<file path="src/rtl/core/abtp_pkg.sv">
`timescale 1ns / 1ps
// Shared types and constants of the alpha blend truecolor pack unit.
// No dependencies; every other file imports this package.
package abtp_pkg;

  localparam int ChanW    = 8;
  localparam int MaxW     = 16;
  localparam int PosW     = 5;
  localparam int WordW    = 32;
  localparam int BgW      = 24;
  localparam int CfgIdxW  = 3;
  localparam int CfgDataW = 32;
  localparam int Stages   = 6;

  localparam logic [ChanW-1:0] FullAlpha = 8'd255;

  // Reciprocal of 255 scaled by 2^23, rounded up; the estimate is at most one too high.
  localparam logic [16:0] RecipMul   = 17'h08081;
  localparam int          RecipShift = 23;

  localparam logic [CfgIdxW-1:0] RegAlphaEnable = 3'd0;
  localparam logic [CfgIdxW-1:0] RegBackground  = 3'd1;
  localparam logic [CfgIdxW-1:0] RegRedMax      = 3'd2;
  localparam logic [CfgIdxW-1:0] RegRedPos      = 3'd3;
  localparam logic [CfgIdxW-1:0] RegGreenMax    = 3'd4;
  localparam logic [CfgIdxW-1:0] RegGreenPos    = 3'd5;
  localparam logic [CfgIdxW-1:0] RegBlueMax     = 3'd6;
  localparam logic [CfgIdxW-1:0] RegBluePos     = 3'd7;

  // Load enables of the lane stages; bit names follow stage numbers.
  typedef struct packed {
    logic s5;
    logic s4;
    logic s3;
    logic s2;
    logic s1;
  } abtp_adv_t;

  // Floor of x / 255 for any x up to 255 * 255, such as a product of two 8-bit values.
  function automatic logic [ChanW-1:0] div255_16(input logic [15:0] x);
    logic [16:0] t;
    t = 17'(x) + 17'(x[15:8]) + 17'd1;
    return t[15:8];
  endfunction

endpackage

</file>
<file path="src/rtl/core/abtp_if.sv">
`timescale 1ns / 1ps
// Handshake interfaces for pixel input, pixel output and configuration writes.
// Depends on abtp_pkg for field widths.
interface abtp_pix_in_if import abtp_pkg::*; ();
  logic             valid;
  logic             ready;
  logic [ChanW-1:0] red_in;
  logic [ChanW-1:0] green_in;
  logic [ChanW-1:0] blue_in;
  logic [ChanW-1:0] alpha_in;

  modport source (output valid, red_in, green_in, blue_in, alpha_in, input ready);
  modport sink (input valid, red_in, green_in, blue_in, alpha_in, output ready);
endinterface

interface abtp_pix_out_if import abtp_pkg::*; ();
  logic             valid;
  logic             ready;
  logic [WordW-1:0] pixel_word;

  modport source (output valid, pixel_word, input ready);
  modport sink (input valid, pixel_word, output ready);
endinterface

interface abtp_cfg_if import abtp_pkg::*; ();
  logic                valid;
  logic                ready;
  logic [CfgIdxW-1:0]  index;
  logic [CfgDataW-1:0] data;

  modport source (output valid, index, data, input ready);
  modport sink (input valid, index, data, output ready);
endinterface

</file>
<file path="src/rtl/core/abtp_lane.sv">
`timescale 1ns / 1ps
// One color channel: blend over background, then scale to the display maximum.
// Five register stages; depends on abtp_pkg.
module abtp_lane import abtp_pkg::*; (
  input  logic             clk_i,
  input  abtp_adv_t        adv_i,
  input  logic [ChanW-1:0] chan_i,
  input  logic [ChanW-1:0] bg_i,
  input  logic [ChanW-1:0] alpha_i,
  input  logic [MaxW-1:0]  max_i,
  output logic [MaxW-1:0]  scaled_o
);

  logic [15:0]        fg_prod_q, bg_prod_q;
  logic [ChanW-1:0]   blend_q;
  logic [23:0]        mul_q, mul2_q;
  logic [16:0]        est_q;
  logic [MaxW-1:0]    scaled_q;
  logic [40:0]        recip_prod;
  logic [ChanW-1:0]   alpha_inv;
  logic [ChanW:0]     blend_sum;
  logic [25:0]        est_times;

  assign alpha_inv  = FullAlpha - alpha_i;
  assign blend_sum  = {1'b0, div255_16(fg_prod_q)} + {1'b0, div255_16(bg_prod_q)};
  assign recip_prod = 41'(mul_q) * 41'(RecipMul);
  assign est_times  = {1'b0, est_q, 8'd0} - 26'(est_q);

  always_ff @(posedge clk_i) begin
    if (adv_i.s1) begin
      fg_prod_q <= 16'(chan_i) * 16'(alpha_i);
      bg_prod_q <= 16'(bg_i) * 16'(alpha_inv);
    end
    if (adv_i.s2) begin
      blend_q <= blend_sum[ChanW-1:0];
    end
    if (adv_i.s3) begin
      mul_q <= 24'(blend_q) * 24'(max_i);
    end
    if (adv_i.s4) begin
      est_q  <= recip_prod[RecipShift+16:RecipShift];
      mul2_q <= mul_q;
    end
    if (adv_i.s5) begin
      if (est_times > 26'(mul2_q)) begin
        scaled_q <= MaxW'(est_q - 17'd1);
      end else begin
        scaled_q <= est_q[MaxW-1:0];
      end
    end
  end

  assign scaled_o = scaled_q;

endmodule

</file>
<file path="src/rtl/core/alpha_blend_truecolor_pack_unit.sv">
`timescale 1ns / 1ps
// Top level of the alpha blend truecolor pack unit: config registers, pipeline control
// and the final pack stage. Depends on abtp_pkg, abtp_if and abtp_lane.
//
//   Port    Role    Payload
//   in_i    sink    red_in, green_in, blue_in, alpha_in
//   out_o   source  pixel_word
//   cfg_i   sink    index, data (always ready)
//
// One pixel is taken per clock unless an output stall has filled every stage. There are six
// register stages: the blend products, the divide by 255, the scale product, the reciprocal
// product, its one-step correction and the pack.
// Reset clears the valid bits and loads the register reset values.
// A stall on the output holds only the stages that are full; empty stages still fill.
module alpha_blend_truecolor_pack_unit import abtp_pkg::*; (
  input  logic         clk_i,
  input  logic         rst_ni,
  abtp_pix_in_if.sink  in_i,
  abtp_pix_out_if.source out_o,
  abtp_cfg_if.sink     cfg_i
);

  logic              alpha_en_q;
  logic [BgW-1:0]    bg_q;
  logic [MaxW-1:0]   red_max_q, green_max_q, blue_max_q;
  logic [PosW-1:0]   red_pos_q, green_pos_q, blue_pos_q;

  logic [Stages-1:0] valid_q;
  logic [Stages-1:0] en;
  abtp_adv_t         adv;
  logic [ChanW-1:0]  alpha;
  logic [MaxW-1:0]   red_s, green_s, blue_s;
  logic [WordW-1:0]  word_d, word_q;

  assign cfg_i.ready = 1'b1;

  always_ff @(posedge clk_i or negedge rst_ni) begin
    if (!rst_ni) begin
      alpha_en_q  <= 1'b1;
      bg_q        <= '0;
      red_max_q   <= '0;
      red_pos_q   <= '0;
      green_max_q <= '0;
      green_pos_q <= '0;
      blue_max_q  <= '0;
      blue_pos_q  <= '0;
    end else if (cfg_i.valid) begin
      case (cfg_i.index)
        RegAlphaEnable: alpha_en_q  <= cfg_i.data[0];
        RegBackground:  bg_q        <= cfg_i.data[BgW-1:0];
        RegRedMax:      red_max_q   <= cfg_i.data[MaxW-1:0];
        RegRedPos:      red_pos_q   <= cfg_i.data[PosW-1:0];
        RegGreenMax:    green_max_q <= cfg_i.data[MaxW-1:0];
        RegGreenPos:    green_pos_q <= cfg_i.data[PosW-1:0];
        RegBlueMax:     blue_max_q  <= cfg_i.data[MaxW-1:0];
        RegBluePos:     blue_pos_q  <= cfg_i.data[PosW-1:0];
        default: begin
        end
      endcase
    end
  end

  always_comb begin
    en[Stages-1] = !valid_q[Stages-1] || out_o.ready;
    for (int k = Stages - 2; k >= 0; k--) begin
      en[k] = !valid_q[k] || en[k+1];
    end
  end

  assign adv = abtp_adv_t'(en[Stages-2:0]);
  assign in_i.ready = en[0];

  always_ff @(posedge clk_i or negedge rst_ni) begin
    if (!rst_ni) begin
      valid_q <= '0;
    end else begin
      if (en[0]) begin
        valid_q[0] <= in_i.valid;
      end
      for (int k = 1; k < Stages; k++) begin
        if (en[k]) begin
          valid_q[k] <= valid_q[k-1];
        end
      end
    end
  end

  assign alpha = alpha_en_q ? in_i.alpha_in : FullAlpha;

  abtp_lane u_red (
    .clk_i    (clk_i),
    .adv_i    (adv),
    .chan_i   (in_i.red_in),
    .bg_i     (bg_q[7:0]),
    .alpha_i  (alpha),
    .max_i    (red_max_q),
    .scaled_o (red_s)
  );

  abtp_lane u_green (
    .clk_i    (clk_i),
    .adv_i    (adv),
    .chan_i   (in_i.green_in),
    .bg_i     (bg_q[15:8]),
    .alpha_i  (alpha),
    .max_i    (green_max_q),
    .scaled_o (green_s)
  );

  abtp_lane u_blue (
    .clk_i    (clk_i),
    .adv_i    (adv),
    .chan_i   (in_i.blue_in),
    .bg_i     (bg_q[23:16]),
    .alpha_i  (alpha),
    .max_i    (blue_max_q),
    .scaled_o (blue_s)
  );

  assign word_d = (WordW'(red_s) << red_pos_q)
                | (WordW'(green_s) << green_pos_q)
                | (WordW'(blue_s) << blue_pos_q);

  always_ff @(posedge clk_i) begin
    if (en[Stages-1]) begin
      word_q <= word_d;
    end
  end

  assign out_o.valid      = valid_q[Stages-1];
  assign out_o.pixel_word = word_q;

endmodule
</file>
<file path="src/flat_wrapper.sv">
// flat-port wrapper written by rule: the top's interface ports become plain ports
module alpha_blend_truecolor_pack_unit_flat import abtp_pkg::*;
  (clk_i, rst_ni, in_i_valid, in_i_red_in, in_i_green_in, in_i_blue_in, in_i_alpha_in, in_i_ready, out_o_valid, out_o_pixel_word, out_o_ready, cfg_i_valid, cfg_i_index, cfg_i_data, cfg_i_ready);
  abtp_pix_in_if in_i_i ();
  abtp_pix_out_if out_o_i ();
  abtp_cfg_if cfg_i_i ();
  input  logic clk_i;
  input  logic rst_ni;
  input wire logic [$bits(in_i_i.valid)-1:0] in_i_valid;
  input wire logic [$bits(in_i_i.red_in)-1:0] in_i_red_in;
  input wire logic [$bits(in_i_i.green_in)-1:0] in_i_green_in;
  input wire logic [$bits(in_i_i.blue_in)-1:0] in_i_blue_in;
  input wire logic [$bits(in_i_i.alpha_in)-1:0] in_i_alpha_in;
  output wire logic [$bits(in_i_i.ready)-1:0] in_i_ready;
  output wire logic [$bits(out_o_i.valid)-1:0] out_o_valid;
  output wire logic [$bits(out_o_i.pixel_word)-1:0] out_o_pixel_word;
  input wire logic [$bits(out_o_i.ready)-1:0] out_o_ready;
  input wire logic [$bits(cfg_i_i.valid)-1:0] cfg_i_valid;
  input wire logic [$bits(cfg_i_i.index)-1:0] cfg_i_index;
  input wire logic [$bits(cfg_i_i.data)-1:0] cfg_i_data;
  output wire logic [$bits(cfg_i_i.ready)-1:0] cfg_i_ready;
  assign in_i_i.valid = in_i_valid;
  assign in_i_i.red_in = in_i_red_in;
  assign in_i_i.green_in = in_i_green_in;
  assign in_i_i.blue_in = in_i_blue_in;
  assign in_i_i.alpha_in = in_i_alpha_in;
  assign in_i_ready = in_i_i.ready;
  assign out_o_valid = out_o_i.valid;
  assign out_o_pixel_word = out_o_i.pixel_word;
  assign out_o_i.ready = out_o_ready;
  assign cfg_i_i.valid = cfg_i_valid;
  assign cfg_i_i.index = cfg_i_index;
  assign cfg_i_i.data = cfg_i_data;
  assign cfg_i_ready = cfg_i_i.ready;
  alpha_blend_truecolor_pack_unit u_core (.clk_i(clk_i), .rst_ni(rst_ni), .in_i(in_i_i), .out_o(out_o_i), .cfg_i(cfg_i_i));
endmodule
</file>
<file path="config.mk">
export PLATFORM = sky130hd
export DESIGN_NAME = alpha_blend_truecolor_pack_unit_flat
export DESIGN_NICKNAME = d
export VERILOG_FILES = /design/src/rtl/core/abtp_pkg.sv /design/src/rtl/core/abtp_if.sv /design/src/rtl/core/abtp_lane.sv /design/src/rtl/core/alpha_blend_truecolor_pack_unit.sv /design/src/flat_wrapper.sv
export SDC_FILE = /design/constraint.sdc
export NUM_CORES = 2
export LEC_CHECK = 0
export ABC_AREA = 1
export BUFFER_PORTS_ARGS = -buffer_cell sky130_fd_sc_hd__buf_2
export CORE_MARGIN = 2
export CORE_UTILIZATION = 55
export CTS_CLUSTER_DIAMETER = 50
export DETAILED_ROUTE_END_ITERATION = 10
export GPL_TIMING_DRIVEN = 0
export PLACE_DENSITY = 0.69
export SYNTH_ARGS = -nofsm -noshare
export SYNTH_HDL_FRONTEND = slang
export SYNTH_SLANG_ARGS = --single-unit
</file>
<file path="constraint.sdc">
create_clock -name clk_i -period 11 [get_ports clk_i]
set_clock_uncertainty 0.05 [all_clocks]
set_input_delay 0.55 -clock clk_i [delete_from_list [all_inputs] [get_ports clk_i]]
set_output_delay 0.55 -clock clk_i [all_outputs]
set_load 0.03 [all_outputs]
</file>
After elaboration in Yosys (flattened, before gate mapping)
Index checks and enable logic that the tools add are counted.

Flip-flop bits (word level): 489. Logic and storage cells: 110.

Add/subtract/negate cells: 22. Multipliers: 12. Magnitude comparators: 3. Eq/ne operators: 7. Shifts and indexed selects: 3. Mux-type cells: 4. Bitwise logic cells: 2. Reduce and logical (&&, ||, !) cells: 21.

Operators with widths (number): 24-bit by 16-bit multiplier with 40-bit output (second input constant) (3); 16-bit by 1-bit adder with 16-bit output (second input constant) (6); 16-bit by 8-bit adder with 16-bit output (6); 8-bit by 8-bit multiplier with 16-bit output (6); 16-bit by 5-bit left shift with 32-bit output (3); 26-bit by 24-bit > comparator with 1-bit output (3); 25-bit by 17-bit subtractor with 26-bit output (3); 8-bit by 16-bit multiplier with 24-bit output (3); 32-bit OR (2); 16-bit two-way mux (3); 16-bit by 1-bit subtractor with 16-bit output (second input constant) (3); 8-bit adder (3); 2-bit AND reduction (8); 3-bit == test (second input constant) (4); 8-bit two-way mux (1); 8-bit subtractor (first input constant) (1); 3-bit by 2-bit == test with 1-bit output (second input constant) (2); 1-bit logical NOT (6); 1-bit logical OR (6); 3-bit by 1-bit == test with 1-bit output (second input constant) (1); 3-bit logical NOT (1).

Depth between registers and ports, before layout
Depth after elaboration: 7. Depth in mapped cells: 25. Mapped depth without buffers: 24.

Hierarchy
From an unflattened synthesis, not the netlist that was laid out.

Cells, all modules: 7407. Area total of the unflattened synthesis: 60275.3 sq um.

Modules (own cells, without submodules): abtp_lane at u_core.u_green (instances 1, cells an instance 2115, area an instance 17355.4 sq um); abtp_lane at u_core.u_blue (instances 1, cells an instance 2103, area an instance 17329.1 sq um); abtp_lane at u_core.u_red (instances 1, cells an instance 2077, area an instance 17192.7 sq um); alpha_blend_truecolor_pack_unit (instances 1, cells an instance 1112, area an instance 8398.1 sq um).

Least setup slack after synthesis
No wires, ideal clock.

Kind: reg2out. From: register u_core.valid_q[5]. To: output port in_i_ready. Data arrival time: 8.960 ns. Data required time: 10.400 ns. Slack: 1.440 ns. Stages on the path, launching flop included: 12. Path buffers: 0. Cell sequence: dfrtp_1 inv_1 nor2_1 inv_1 nor2_1 inv_1 nor2_1 inv_1 nor2_1 inv_1 nor2_1 nand2_1.

RTL lines: from (decl) (RTL line alpha_blend_truecolor_pack_unit.sv:28) `logic [Stages-1:0] valid_q;`; from (signal, indexed assignment) (RTL line alpha_blend_truecolor_pack_unit.sv:82) `valid_q[k] <= valid_q[k-1];`; to (decl) (RTL line flat_wrapper.sv:14) `output wire logic [$bits(in_i_i.ready)-1:0] in_i_ready;`.

Final worst setup path
From: register u_core.alpha_en_q. To: register u_core.u_blue.fg_prod_q[14], data pin.

Cells in the longest elaborated chain, start to end: 2.

RTL lines: from (decl) (RTL line alpha_blend_truecolor_pack_unit.sv:23) `logic alpha_en_q;`; from (signal assigned) (RTL line alpha_blend_truecolor_pack_unit.sv:49) `RegAlphaEnable: alpha_en_q <= cfg_i.data[0];`; 8-bit two-way mux (RTL line alpha_blend_truecolor_pack_unit.sv:88) `assign alpha = alpha_en_q ? in_i.alpha_in : FullAlpha;`; 8-bit by 8-bit multiplier with 16-bit output (RTL line abtp_lane.sv:31) `fg_prod_q <= 16'(chan_i) * 16'(alpha_i);`; to (signal assigned) (RTL line abtp_lane.sv:31); to (decl) (RTL line abtp_lane.sv:14) `logic [15:0] fg_prod_q, bg_prod_q;`.

No other way between the ends. A chain may end at the register's enable or synchronous reset.

==> flow_metrics.py <==
metrics = {
    "timing": {
        "rsz0062_at_grt": "no",
        "clock.fmax_mhz": 151,
        "period_minus_slack_ns": 6.61,
        "hold_viol": 0,
        "fin_setup_tns_ns": 0,
        "slew_headroom_pct": 15.5,
        "finalMaxSlewViolations": 0,
        "setup_ws_ns": 4.39,
        "worstMarginPinSlew_ns": 1.26,
        "setup_viol": 0,
        "period_share_pct": 60.1,
    },
    "logic_synthesis": {
        "yosysUniqueCellTypes": 58,
        "synth.most_common_cell": "nand2_1",
        "syn-num-nets": 8582,
        "yosys_warnings": 0,
        "synth_edf_count": 395,
        "synth_area_per_cell_um2": 8.11,
        "ys_seq_area_share_pct": 24.3,
        "async_flop_share_pct": 19.2,
        "synth_top_cell_area_share_pct": 20.3,
        "syn_area_um2": 58400,
        "syn-instance-count": 7205,
        "synth_seq_cells": 489,
        "synthTopCellsByCount": "nand2_1, inv_1, ha_1",
        "ys.flop_type": "edfxtp_1",
        "yosys-top-cells-area": "edfxtp_1, ha_1, fa_1, nand2_1, inv_1",
        "netlist.top_cell.by_area": "edfxtp_1",
    },
    "layout": {
        "area_delta_synth_final_pct": 8.36,
        "fillCellCount": 9304,
        "multiInputGateArea_um2": 37700,
        "finish.utilization_pct": 60.2,
        "drive_above_1_share_pct": 4.07,
        "fin_nets": 8761,
        "regArea_um2": 14200,
        "stdcell_area_um2": 63300,
    },
    "critical_path": {
        "critPathLaunchType": "flip-flop",
        "cp.arrival_ns": 6.94,
        "reg2reg_slack_ns": 4.39,
        "reg2reg_from": "u_core.alpha_en_q",
        "required_ns": 11.33,
        "slowest_stage": "nor2_1",
        "criticalPathCategory": "flip-flop to flip-flop",
        "cp-end-kind": "flip-flop",
        "crit_fanout": 10,
        "r2r-end": "u_core.u_blue.fg_prod_q[14]",
        "worstPathCellList": "clkinv_1 -> nor2_1 -> inv_1 -> clkbuf_1 -> nand2_1 -> fa_1 -> fa_1 -> inv_1 -> fa_1 -> inv_1 -> fa_1 -> inv_1 -> ha_1 -> a21oi_1 -> o21ai_0 -> a21oi_1 -> o21ai_0 -> a21oi_1 -> nor2_1 -> nor2_1 -> xnor2_1",
        "reg2reg_depth": 21,
        "max_stage_delay_ns": 0.99,
    },
    "job": {
        "max_cap_viol_count": 0,
    },
    "floorplanning": {
        "core_um2": 105000,
        "std_cell_rows": 119,
        "die_w_um": 330,
        "io_pins": 107,
        "dieArea_um2": 109000,
        "die_h_um": 330,
        "start_util_pct": 55.5,
    },
    "placed_design": {
        "placed_cell_area_um2": 60800,
        "pre_cts_ws_ns": 4.44,
        "gp_congestion": 0.948,
        "dp.final_hpwl_um": 121000,
        "port_buffers": 97,
    },
    "routing": {
        "drtAntennaViolNets": 0,
        "drcViolationCount": 0,
        "num_vias": 47281,
        "first_iter_violations": 3283,
        "drtPass1Iterations": 6,
        "drt-total-wl_um": 148000,
        "wl_per_cell_um": 16.8,
        "vias_per_cell": 5.35,
    },
    "status": {
        "status": "finished, final reports clean",
    },
    "global_route": {
        "grt_pass1_vias": 46929,
        "grt_max_degree": 98,
        "overflow": 0,
        "grtUsageTotal_pct": 27.7,
        "antenna_found_initial": 11,
        "grt_first_pass_wirelength_um": 239000,
    },
    "clock_tree": {
        "clk_latency_ns": 0.63,
        "cts_max_level": 3,
        "clock_path_buffers": 3,
        "cts_buffers": 72,
        "cts_tree": "yes",
        "cts_root_buf": "clkbuf_16",
        "clkTransAtPathRegs_ns": 0.05,
        "cts_sinks": 489,
    },
    "min_path": {
        "worstHoldStart": "cfg_i_data[1]",
        "hold_depth": 3,
        "hold_end": "u_core.blue_pos_q[1]",
        "hold_class": "primary input to flip-flop",
    },
}
-- sequential cells by signal, summed over array words and instances (netlist names), 16 cells and up --
register                  cells
u_core.red_max_q             16
u_core.u_red.est_q           17
u_core.u_green.mul2_q        24
u_core.u_blue.bg_prod_q      16
u_core.green_max_q           16
u_core.u_red.bg_prod_q       16
u_core.u_red.mul_q           24
u_core.u_green.fg_prod_q     16
u_core.u_green.scaled_o      16
u_core.u_blue.mul2_q         24
u_core.u_blue.fg_prod_q      16
u_core.u_red.fg_prod_q       16
u_core.u_blue.scaled_o       16
u_core.blue_max_q            16
u_core.u_green.est_q         17
u_core.u_green.mul_q         24
u_core.u_blue.est_q          17
u_core.u_red.scaled_o        16
u_core.u_blue.mul_q          24
u_core.u_red.mul2_q          24
u_core.u_green.bg_prod_q     16
u_core.bg_q                  24
u_core.out_o.pixel_word      32
-- critical path, delay by kind of cell, from the launching register on --
| kind | cells | cell delay, ns |
|---|---|---|
| AOI/OAI and AO/OA | 5 | 0.83 |
| DFF | 1 | 0.58 |
| and+or+nand+nor | 4 | 1.35 |
| xor gates and xnor gates | 1 | 0.09 |
| adders and majority gates | 5 | 2.28 |
| buffers and inverters | 6 | 1.18 |
-- area by class of cell --
class	instances	area share, %
sequential	489	22.4
antenna	3	0.0119
tap	1391	2.75
multi-input combinational	4992	59.5
timing repair buffer	105	1.05
clock inverter	42	0.755
inverter	1526	9.06
buffer	198	1.27
clock buffer	89	3.11
-- cells in the final DEF (no fill, tap or decap), drive strengths merged, types with 3 or more instances in the layout --
| cell type | n |
|---|---|
| nand3 | 183 |
| a221oi | 9 |
| o2111ai | 13 |
| nand3b | 6 |
| nand4 | 58 |
| ha | 813 |
| clkinvlp | 5 |
| diode | 3 |
| and3 | 7 |
| nor3 | 49 |
| nor2 | 659 |
| nor4 | 10 |
| xnor2 | 84 |
| nand2 | 1537 |
| and2 | 4 |
| o21a | 13 |
| o221ai | 11 |
| mux2i | 10 |
| bufinv | 5 |
| o31ai | 3 |
| inv | 1536 |
| a21oi | 346 |
| a211oi | 11 |
| fa | 492 |
| a21o | 23 |
| a21boi | 4 |
| a31oi | 39 |
| buf | 128 |
| xor2 | 215 |
| or2 | 11 |
| clkinv | 22 |
| dfrtp | 93 |
| o21ai | 319 |
| o211ai | 18 |
| o22ai | 9 |
| o21bai | 28 |
| clkbuf | 263 |
| edfxtp | 395 |
-- worst max-delay path by stage --
| stage | from | end | slack, ns | depth (start not counted) |
|---|---|---|---|---|
| floorplan | u_core.valid_q[5] | in_i_ready | 1.44 | 11 |
| global placement | out_o_ready | in_i_ready | -2.44 | 12 |
| detailed placement | u_core.alpha_en_q | u_core.u_blue.fg_prod_q[14] | 4.44 | 21 |
| CTS | u_core.alpha_en_q | u_core.u_blue.fg_prod_q[14] | 4.43 | 21 |
| global route | u_core.alpha_en_q | u_core.u_blue.fg_prod_q[14] | 4.10 | 21 |
| finish | u_core.alpha_en_q | u_core.u_blue.fg_prod_q[14] | 4.39 | 21 |
-- timing repair --
action	4_1_cts	5_1_grt
hold endpoints to repair	25	0
buffers inserted	0	0
gates resized for setup	0	0
setup endpoints to repair	0	0
hold buffers	1	0
-- per-stage QoR --
step                      hold WS [ns]  cells
after floorplan                  0.204   7205
after global placement           0.379   8693
after detailed placement         0.389   8699
after CTS                       0.0721   8831
after global routing             0.128   8832
final                            0.113   8835
-- cells by family after synthesis --
kind of cell / Yosys count / synth area share [%]
AOI/OAI and AO/OA: 852 / 8.10
xor gates and xnor gates: 299 / 4.48
adders and majority gates: 1305 / 34.3
buffers and inverters: 1724 / 11.2
DFF: 489 / 24.3
muxes: 10 / 0.171
other: 1 / 0.00642
and+or+nand+nor: 2525 / 17.5
-- routing by layer --
metal,share of wire (%),GRT usage (%),routed length [um]
met1,43,36.4,63300
met4,3.7,10.3,5510
met3,6.2,3.62,9250
met5,0.035,0,52
met2,47,46.9,70000
Power is not shown: default switching activity piles up to over one toggle a cycle in this logic, so the estimate is an artifact.
